<file path="src/design/tank_fill_drain_sequencer_top_macros.svh">
// assertion helpers for the tank fill/drain sequencer
`ifndef TANK_FILL_DRAIN_SEQUENCER_TOP_MACROS_SVH
`define TANK_FILL_DRAIN_SEQUENCER_TOP_MACROS_SVH

// same-cycle implication, sampled on clk, off during reset
`define TFDS_ASSERT_NOW(label, ante, cons, msg) \
    label: assert property (@(posedge clk) disable iff (!rst_n) (ante) |-> (cons)) \
        else $error(msg);

// next-cycle implication, sampled on clk, off during reset
`define TFDS_ASSERT_NEXT(label, ante, cons, msg) \
    label: assert property (@(posedge clk) disable iff (!rst_n) (ante) |=> (cons)) \
        else $error(msg);

`endif

</file>
<file path="src/design/tfds_pkg.sv">
// ----------------------------------------------------------------------------
// tfds_pkg
// types and constants shared by the tank fill/drain sequencer
// ----------------------------------------------------------------------------
package tfds_pkg;

    typedef enum logic [2:0] {
        MODE_RECIRC     = 3'd0,
        MODE_WAIT_FILL  = 3'd1,
        MODE_FILLING    = 3'd2,
        MODE_HOLDING    = 3'd3,
        MODE_WAIT_DRAIN = 3'd4,
        MODE_DRAINING   = 3'd5,
        MODE_ERR_UPPER  = 3'd6,
        MODE_ERR_LOWER  = 3'd7
    } mode_t;

    typedef enum logic [3:0] {
        OP_LEVELS      = 4'd0,
        OP_SVC_FILL    = 4'd1,
        OP_SVC_DRAIN   = 4'd2,
        OP_IDLE_CHECK  = 4'd3,
        OP_QUEUE_FILL  = 4'd4,
        OP_QUEUE_DRAIN = 4'd5,
        OP_START_FILL  = 4'd6,
        OP_START_DRAIN = 4'd7,
        OP_CLEAR       = 4'd8,
        OP_MAN_FILL    = 4'd9,
        OP_MAN_DRAIN   = 4'd10
    } op_t;

    localparam logic [1:0] CFG_FILL_TIMEOUT  = 2'd0;
    localparam logic [1:0] CFG_DRAIN_TIMEOUT = 2'd1;
    localparam logic [1:0] CFG_HOLD_TIME     = 2'd2;

    localparam logic [31:0] FILL_TIMEOUT_RST  = 32'd60000;
    localparam logic [31:0] DRAIN_TIMEOUT_RST = 32'd60000;
    localparam logic [31:0] HOLD_TIME_RST     = 32'd300000;

    typedef struct packed {
        logic [31:0] fill_timeout;
        logic [31:0] drain_timeout;
        logic [31:0] hold_time;
    } cfg_t;

    typedef struct packed {
        mode_t       mode;
        logic        fill_open;
        logic        drain_open;
        logic [31:0] fill_time;
        logic [31:0] drain_time;
        logic [31:0] hold_start;
        logic        upper_err;
        logic        lower_err;
        logic        upper_level;
        logic        lower_level;
    } state_t;

    typedef struct packed {
        mode_t mode;
        logic  fill_valve;
        logic  drain_valve;
        logic  upper_error;
        logic  lower_error;
        logic  wants_fill;
        logic  wants_drain;
    } status_t;

endpackage

</file>
<file path="src/design/tank_fill_drain_sequencer_top.sv">
// ----------------------------------------------------------------------------
// tank_fill_drain_sequencer_top: fill/drain sequencer for one vessel
// path: the input register holds each accepted item, the result register holds its status item
// throughput: one item per cycle while out_stall does not hold the result register
// reset: async active low, mode recirc, valves shut, flags clear, timers 0
// ----------------------------------------------------------------------------
`include "tank_fill_drain_sequencer_top_macros.svh"

module tank_fill_drain_sequencer_top
(
    input  logic        clk,
    input  logic        rst_n,

    // configuration write port
    input  logic        cfg_we,
    input  logic [1:0]  cfg_index,
    input  logic [31:0] cfg_data,

    // input item channel
    input  logic        in_valid,
    output logic        in_stall,
    input  logic [3:0]  opcode,
    input  logic [31:0] now_ms,
    input  logic        upper_wet,
    input  logic        lower_wet,
    input  logic        valve_on,

    // status item channel
    output logic        out_valid,
    input  logic        out_stall,
    output logic [2:0]  mode,
    output logic        fill_valve,
    output logic        drain_valve,
    output logic        upper_error,
    output logic        lower_error,
    output logic        wants_fill,
    output logic        wants_drain
);

    tfds_pkg::cfg_t    cfg;
    tfds_pkg::state_t  state_reg;
    tfds_pkg::state_t  state_next;
    tfds_pkg::status_t status_next;
    tfds_pkg::status_t status_reg;

    // input register: holds one item until the update stage takes it
    logic        in_valid_reg;
    logic [3:0]  opcode_reg;
    logic [31:0] now_reg;
    logic        upper_wet_reg;
    logic        lower_wet_reg;
    logic        valve_on_reg;

    logic        out_valid_reg;
    logic        out_free;
    logic        advance;
    logic        load_in;

    // result register is free when empty or being taken this cycle
    assign out_free = !out_valid_reg || !out_stall;
    // the registered item updates the state and moves into the result register
    assign advance  = in_valid_reg && out_free;
    // input register refills as it drains, so items can follow back to back
    assign in_stall = in_valid_reg && !advance;
    assign load_in  = in_valid && !in_stall;

    tfds_cfg_regs u_cfg
    (
        .clk       (clk),
        .rst_n     (rst_n),
        .cfg_we    (cfg_we),
        .cfg_index (cfg_index),
        .cfg_data  (cfg_data),
        .cfg       (cfg)
    );

    tfds_step u_step
    (
        .opcode    (opcode_reg),
        .now_ms    (now_reg),
        .upper_wet (upper_wet_reg),
        .lower_wet (lower_wet_reg),
        .valve_on  (valve_on_reg),
        .cfg       (cfg),
        .cur       (state_reg),
        .nxt       (state_next),
        .status    (status_next)
    );

    // input stage control
    always_ff @(posedge clk or negedge rst_n)
    begin
        if (!rst_n)
            in_valid_reg <= 1'b0;
        else if (load_in)
            in_valid_reg <= 1'b1;
        else if (advance)
            in_valid_reg <= 1'b0;
    end

    // input stage payload, no reset needed
    always_ff @(posedge clk)
    begin
        if (load_in)
        begin
            opcode_reg    <= opcode;
            now_reg       <= now_ms;
            upper_wet_reg <= upper_wet;
            lower_wet_reg <= lower_wet;
            valve_on_reg  <= valve_on;
        end
    end

    // vessel state, committed once per item
    always_ff @(posedge clk or negedge rst_n)
    begin
        if (!rst_n)
        begin
            state_reg.mode        <= tfds_pkg::MODE_RECIRC;
            state_reg.fill_open   <= 1'b0;
            state_reg.drain_open  <= 1'b0;
            state_reg.fill_time   <= 32'd0;
            state_reg.drain_time  <= 32'd0;
            state_reg.hold_start  <= 32'd0;
            state_reg.upper_err   <= 1'b0;
            state_reg.lower_err   <= 1'b0;
            state_reg.upper_level <= 1'b0;
            state_reg.lower_level <= 1'b0;
        end
        else if (advance)
            state_reg <= state_next;
    end

    // result stage control
    always_ff @(posedge clk or negedge rst_n)
    begin
        if (!rst_n)
            out_valid_reg <= 1'b0;
        else if (out_free)
            out_valid_reg <= advance;
    end

    // result stage payload
    always_ff @(posedge clk)
    begin
        if (advance)
            status_reg <= status_next;
    end

    assign out_valid   = out_valid_reg;
    assign mode        = status_reg.mode;
    assign fill_valve  = status_reg.fill_valve;
    assign drain_valve = status_reg.drain_valve;
    assign upper_error = status_reg.upper_error;
    assign lower_error = status_reg.lower_error;
    assign wants_fill  = status_reg.wants_fill;
    assign wants_drain = status_reg.wants_drain;

    // an error mode is always backed by its latched flag
    `TFDS_ASSERT_NOW(a_err_upper_flag, state_reg.mode == tfds_pkg::MODE_ERR_UPPER, state_reg.upper_err, "upper error mode without flag")
    `TFDS_ASSERT_NOW(a_err_lower_flag, state_reg.mode == tfds_pkg::MODE_ERR_LOWER, state_reg.lower_err, "lower error mode without flag")
    // requests are never raised with an error latched or a valve open
    `TFDS_ASSERT_NOW(a_want_blocked, out_valid && (wants_fill || wants_drain), !upper_error && !lower_error && !fill_valve && !drain_valve, "request while blocked")
    // state only moves when an item enters the result register
    `TFDS_ASSERT_NEXT(a_state_hold, !advance, $stable(state_reg), "state changed without an item")

endmodule

</file>
<file path="src/design/tfds_cfg_regs.sv">
// ----------------------------------------------------------------------------
// tfds_cfg_regs
// timeout and hold time registers, written through the plain write port
// ----------------------------------------------------------------------------
module tfds_cfg_regs
(
    input  logic                clk,
    input  logic                rst_n,
    input  logic                cfg_we,
    input  logic [1:0]          cfg_index,
    input  logic [31:0]         cfg_data,
    output tfds_pkg::cfg_t      cfg
);

    tfds_pkg::cfg_t cfg_reg;

    always_ff @(posedge clk or negedge rst_n)
    begin
        if (!rst_n)
        begin
            cfg_reg.fill_timeout  <= tfds_pkg::FILL_TIMEOUT_RST;
            cfg_reg.drain_timeout <= tfds_pkg::DRAIN_TIMEOUT_RST;
            cfg_reg.hold_time     <= tfds_pkg::HOLD_TIME_RST;
        end
        else if (cfg_we)
        begin
            unique case (cfg_index)
                tfds_pkg::CFG_FILL_TIMEOUT:  cfg_reg.fill_timeout  <= cfg_data;
                tfds_pkg::CFG_DRAIN_TIMEOUT: cfg_reg.drain_timeout <= cfg_data;
                tfds_pkg::CFG_HOLD_TIME:     cfg_reg.hold_time     <= cfg_data;
                default: ; // unused index, write dropped
            endcase
        end
    end

    assign cfg = cfg_reg;

endmodule

</file>
<file path="src/design/tfds_step.sv">
// ----------------------------------------------------------------------------
// tfds_step
// next vessel state and status for one item, pure combinational
// ----------------------------------------------------------------------------
module tfds_step
(
    input  logic [3:0]          opcode,
    input  logic [31:0]         now_ms,
    input  logic                upper_wet,
    input  logic                lower_wet,
    input  logic                valve_on,
    input  tfds_pkg::cfg_t      cfg,
    input  tfds_pkg::state_t    cur,
    output tfds_pkg::state_t    nxt,
    output tfds_pkg::status_t   status
);

    logic        any_err;
    logic [31:0] fill_elapsed;
    logic [31:0] drain_elapsed;
    logic [31:0] hold_elapsed;
    logic        blocked;

    assign any_err       = cur.upper_err | cur.lower_err;
    assign fill_elapsed  = now_ms - cur.fill_time;
    assign drain_elapsed = now_ms - cur.drain_time;

    always_comb
    begin
        nxt = cur;
        unique case (opcode)
            tfds_pkg::OP_LEVELS:
            begin
                nxt.upper_level = upper_wet;
                nxt.lower_level = lower_wet;
            end
            tfds_pkg::OP_SVC_FILL:
            begin
                if (cur.fill_open)
                begin
                    if (cur.upper_level && cur.lower_level)
                    begin
                        nxt.fill_open  = 1'b0;
                        nxt.mode       = tfds_pkg::MODE_HOLDING;
                        nxt.hold_start = now_ms;
                    end
                    else if (fill_elapsed >= cfg.fill_timeout && !cur.upper_level)
                    begin
                        nxt.fill_open = 1'b0;
                        nxt.upper_err = 1'b1;
                        nxt.mode      = tfds_pkg::MODE_ERR_UPPER;
                    end
                end
            end
            tfds_pkg::OP_SVC_DRAIN:
            begin
                if (cur.drain_open)
                begin
                    if (!cur.upper_level && !cur.lower_level)
                    begin
                        nxt.drain_open = 1'b0;
                        nxt.mode       = tfds_pkg::MODE_RECIRC;
                    end
                    else if (drain_elapsed >= cfg.drain_timeout && cur.lower_level)
                    begin
                        nxt.drain_open = 1'b0;
                        nxt.lower_err  = 1'b1;
                        nxt.mode       = tfds_pkg::MODE_ERR_LOWER;
                    end
                end
            end
            tfds_pkg::OP_IDLE_CHECK:
            begin
                if (!cur.fill_open && !cur.drain_open && !any_err)
                begin
                    if (cur.upper_level && !cur.lower_level)
                    begin
                        nxt.lower_err = 1'b1;
                        nxt.mode      = tfds_pkg::MODE_ERR_LOWER;
                    end
                    else if (cur.mode == tfds_pkg::MODE_RECIRC &&
                             cur.upper_level && cur.lower_level)
                    begin
                        nxt.mode       = tfds_pkg::MODE_HOLDING;
                        nxt.hold_start = now_ms;
                    end
                end
            end
            tfds_pkg::OP_QUEUE_FILL:
            begin
                if (cur.mode == tfds_pkg::MODE_RECIRC || cur.mode == tfds_pkg::MODE_HOLDING)
                    nxt.mode = tfds_pkg::MODE_WAIT_FILL;
            end
            tfds_pkg::OP_QUEUE_DRAIN:
            begin
                if (cur.mode == tfds_pkg::MODE_HOLDING)
                    nxt.mode = tfds_pkg::MODE_WAIT_DRAIN;
            end
            tfds_pkg::OP_START_FILL:
            begin
                if (!cur.fill_open)
                begin
                    nxt.fill_open = 1'b1;
                    nxt.fill_time = now_ms;
                    nxt.mode      = tfds_pkg::MODE_FILLING;
                end
            end
            tfds_pkg::OP_START_DRAIN:
            begin
                if (!cur.drain_open)
                begin
                    nxt.drain_open = 1'b1;
                    nxt.drain_time = now_ms;
                    nxt.mode       = tfds_pkg::MODE_DRAINING;
                end
            end
            tfds_pkg::OP_CLEAR:
            begin
                nxt.upper_err = 1'b0;
                nxt.lower_err = 1'b0;
                if (cur.mode == tfds_pkg::MODE_ERR_UPPER ||
                    cur.mode == tfds_pkg::MODE_ERR_LOWER)
                    nxt.mode = tfds_pkg::MODE_RECIRC;
            end
            tfds_pkg::OP_MAN_FILL:
            begin
                nxt.fill_open = valve_on;
                if (valve_on)
                    nxt.fill_time = now_ms;
            end
            tfds_pkg::OP_MAN_DRAIN:
            begin
                nxt.drain_open = valve_on;
                if (valve_on)
                    nxt.drain_time = now_ms;
            end
            default: ; // unused opcodes leave the state alone
        endcase
    end

    // status is taken from the state after the item
    assign blocked      = nxt.upper_err | nxt.lower_err | nxt.fill_open | nxt.drain_open;
    assign hold_elapsed = now_ms - nxt.hold_start;

    always_comb
    begin
        status.mode        = nxt.mode;
        status.fill_valve  = nxt.fill_open;
        status.drain_valve = nxt.drain_open;
        status.upper_error = nxt.upper_err;
        status.lower_error = nxt.lower_err;
        status.wants_fill  = !blocked && !nxt.upper_level &&
                             !(nxt.mode inside {tfds_pkg::MODE_DRAINING,
                                                tfds_pkg::MODE_WAIT_DRAIN,
                                                tfds_pkg::MODE_FILLING});
        status.wants_drain = !blocked && (hold_elapsed >= cfg.hold_time) &&
                             (nxt.mode == tfds_pkg::MODE_HOLDING ||
                              nxt.mode == tfds_pkg::MODE_WAIT_DRAIN);
    end

endmodule

</file>
<file path="config.mk">
export PLATFORM = sky130hd
export DESIGN_NAME = tank_fill_drain_sequencer_top
export DESIGN_NICKNAME = d
export VERILOG_FILES = /design/src/design/tfds_pkg.sv /design/src/design/tank_fill_drain_sequencer_top.sv /design/src/design/tfds_cfg_regs.sv /design/src/design/tfds_step.sv
export VERILOG_INCLUDE_DIRS = /design/src /design/src/design
export SDC_FILE = /design/constraint.sdc
export NUM_CORES = 1
export LEC_CHECK = 0
export BUFFER_PORTS_ARGS = -buffer_cell sky130_fd_sc_hd__clkbuf_2
export CORE_AREA = 2 2 240 194
export CTS_BUF_LIST = sky130_fd_sc_hd__clkbuf_4 sky130_fd_sc_hd__clkbuf_8 sky130_fd_sc_hd__clkbuf_16
export DETAILED_ROUTE_END_ITERATION = 12
export DIE_AREA = 0 0 242 196
export GPL_ROUTABILITY_DRIVEN = 0
export PLACE_DENSITY = 0.61
export RECOVER_POWER = 25
export SLEW_MARGIN = 20
export SYNTH_ARGS = -nofsm -noshare
export SYNTH_HDL_FRONTEND = slang
export SYNTH_SLANG_ARGS = --single-unit
</file>
<file path="constraint.sdc">
create_clock -name clk -period 17.4 [get_ports clk]
set_clock_uncertainty 0.05 [all_clocks]
set_input_delay 0.87 -clock clk [delete_from_list [all_inputs] [get_ports clk]]
set_output_delay 0.87 -clock clk [all_outputs]
set_load 0.01 [all_outputs]
</file>
==> key figures <==
Cells and area
  • Register Area: roughly 6500 um2
  • Post-route cell area: around 19000 um2
  • Fillers: approximately 4500
  • Max FFs per register: 105
  • Ant diodes: 0
  • Fin nets: 2079
  • Synth-to-Final Area Change: 12.0%
  • Share of layout cells above drive strength 1: 17.0%
  • Multi-input gate area: 9450 um2

Worst setup path
  • Crit. End Element: register
  • WS Path Type: register to register
  • Reg2Reg Launch Point: now_reg[0]
  • R2R Path End: wants_drain
  • CP arrival: between 7000 and 8000 ps
  • Worst R2R Path Depth: 24
  • WP data required: 17740 ps
  • Critical Path End: wants_drain
  • Worst-path fanout max: 6
  • R2R Setup Slk: 10300 ps
  • Critical Path Source Type: register
  • Crit path launch: now_reg[0]

Synth
  • Post-synthesis cell count: 1727
  • Netlist Area Pre-Place: 17000 um2
  • Count leader, synth: inv_1
  • Sequential element share of the synthesized area: 38.6%
  • Post-synth EDFFs: 48
  • Syn_nets: 1997
  • Synthesized flop and latch total: roughly 250
  • Avg Synthesized Cell Area: 9.82 um2
  • Yosys top cell area share: approximately a quarter
  • Yosys top cell by area: dfrtp_1
  • Synth top area cells: dfrtp_1 27%, ha_1 14%, mux2_2 8.7%, edfxtp_1 8.5%, inv_1 4.3%
  • Synth unique cells: 81
  • Main synth FF type: dfrtp_1
  • FFs w/ async S/R, synth: a little over 80%
  • Top cells by count, synth: 196 x inv_1, 189 x ha_1, 181 x dfrtp_1, 133 x o21ai_0, 131 x mux2_2
  • Synth Warn #: 0

Clock tree
  • H-tree depth: 1
  • Setup Fix Bufs, Post-CTS: 0
  • Clock transition at path regs: 60 ps
  • Worst skew pair latency: 560 ps
  • Clock buffer depth: 3
  • CTS sink count: 251
  • Root Buffer: clkbuf_16
  • CTS resizes: 0
  • Post-CTS Hold Buffers: 0
  • CTS tree: yes
  • Num CTS Buffers: 29

Detailed routing
  • Post-route ant nets: 0
  • First DRT Iteration DRCs: 896
  • DR vias: 13000
  • Detail-routed via count per cell: roughly 5.3
  • DRT Wirelength: about 44000 um
  • Routed wire per std cell: ~18 um
  • DRT Pass-1 Iters: 5
  • DRC errors left: 0

Power and ir drop
  • Power Density: roughly 150 nW/um2
  • Worst VDD drop: around 0.073 mV
  • Power share of the clock group: 23.1%
  • NetSw: 0.00108 W
  • Switching part of the total: 38.9%
  • Internal Power: 0.00169 W
  • Reg power frac: 29.5%
  • Leakage: 8.65 nW
  • Comb pwr share: 47.5%

GRT
  • Vias in the first global route: between 10000 and 15000
  • GRT Total Usage: a little under a fifth
  • Pin count of the biggest net entering global routing: 85
  • Remaining Overflow, GRT: 0
  • First-pass GRT wire length: 71400 um
  • Initial antenna violation count: 1

Placed design
  • Post-DP Area: 18000 um2
  • DP Worst Slack: 10480 ps
  • Port bufs: 88
  • Final HPWL DP: 33100 um

Floorplanning
  • Core ar.: about 45000 um2
  • Die Ht: 196 um
  • Rows: 70
  • Die X: approximately 240 um
  • Die area: 47400 um2
  • Ports: 89
  • Initial Utilization: approximately 38%

Run
  • Max Cap Viol: 4

Outcome
  • Status: complete, but fails checks
  • Failing checks: max-capacitance violations, max-slew violations

STA
  • Unrepaired setup endpoints after global routing: no
  • Final min period: approximately 7100 ps
  • Fin. Hold Viols: 0
  • Worst Tran Pin Value: 4120 ps
  • Slew headroom: -175%
  • FMAX: 0.141 GHz
  • Setup TNS after final layout: 0 ps
  • Final period utilization: 40.8%
  • Fin. max-slew vios: 204
  • Final setup vio count: 0
  • Worst setup slack after layout: 10300 ps

Min path
  • Worst hold-check path type: register to register
  • Beginning of the worst hold path: state_reg[4]
[worst min path at each step]
stage	endpoint	slack (ps)	cells past startpoint
2_1_floorplan	state_reg[4]	390	2
3_3_place_gp	state_reg[4]	410	2
3_5_place_dp	state_reg[4]	410	2
4_1_cts	out_valid	290	1
5_1_grt	upper_wet_reg	410	1
6_report	state_reg[4]	430	2
[cells in the final DEF (no fill, tap or decap), types with 14 or more instances in the layout]
| master | instances |
|---|---|
| nand2_1 | 127 |
| xor2_1 | 27 |
| edfxtp_1 | 48 |
| ha_1 | 189 |
| nand3_1 | 28 |
| a21oi_1 | 113 |
| o21ai_0 | 133 |
| a21o_1 | 60 |
| nand4_1 | 21 |
| o21a_1 | 14 |
| mux2i_1 | 30 |
| nor2b_1 | 15 |
| nor2_1 | 77 |
| xnor2_1 | 59 |
| clkbuf_16 | 30 |
| nand2b_1 | 22 |
| dfrtp_1 | 181 |
| clkbuf_2 | 73 |
| dfstp_2 | 22 |
| inv_1 | 196 |
| clkbuf_1 | 18 |
| clkbuf_4 | 15 |
| mux2_2 | 131 |
| nor3_1 | 20 |
[power by group through the flow]
stage | Sequential [W] | Combinational, W | Clock [W]
final | 0.000817 | 0.00132 | 0.000639
after CTS | 0.000815 | 0.00131 | 0.000659
after floorplan | 0.000789 | 0.000984 | 0
after global placement | 0.000820 | 0.00126 | 0
after detailed placement | 0.000826 | 0.00130 | 0
after global routing | 0.000832 | 0.00148 | 0.000684
[area by class of cell]
type                            instances  share of cell area (%)
Multi-Input combinational cell       1230                    49.8
Sequential cell                       251                    34.5
Clock buffer                           50                    4.91
Tap cell                              612                    4.03
Inverter                              199                    3.93
Timing Repair Buffer                   98                    2.57
Clock inverter                          3                   0.342
[per-stage QoR]
stage	hold slack, ps	total power (W)	std cells	utilization (%)
floorplan	392	0.00177	1727	-
global placement	408	0.00208	2390	39.9
detailed placement	414	0.00212	2390	39.9
CTS	286	0.00278	2443	42.1
global route	406	0.00299	2443	42.0
finish	426	0.00277	2443	42.0
[layer usage]
metal,GRT usage (%),up-vias,wire length (um)
met1,27.7,6253,22100
met4,4.80,2,1050
met2,28.9,342,18900
met5,0,-,8
met3,3.17,65,2440
li1,-,6309,-
[critical path, stage by stage, from the launching register on]
cell      delay, ps
edfxtp_1        390
inv_1           180
ha_1            210
inv_1            60
fa_1            410
a21o_1          190
a21oi_1         230
o21bai_1        100
a21oi_1         480
o21ai_0         320
a21oi_1         360
o21ai_0         280
o21ai_0         330
o31ai_1         190
xor2_1          170
ha_1            320
nand4_1         190
or4_1           630
a31o_1          310
a311oi_4        380
and2_2          230
o22a_2          140
o221ai_2        150
or3_1           360
a221oi_2        270
[logic make-up (layout without fill, tap and decap cells)]
kind of cell / after synthesis / after routing / share of synthesized area [%]
XOR/XNOR: 86 / 86 / 4.44
buffers and inverters: 246 / 350 / 5.84
multiplexers: 161 / 161 / 10.5
flip-flops: 251 / 251 / 38.6
AND/OR/NAND/NOR: 358 / 358 / 10.0
adder cells (fa/ha/maj): 192 / 192 / 14.3
AO/OA/AOI/OAI: 433 / 433 / 16.4
Power figures use the tool's default switching activity.
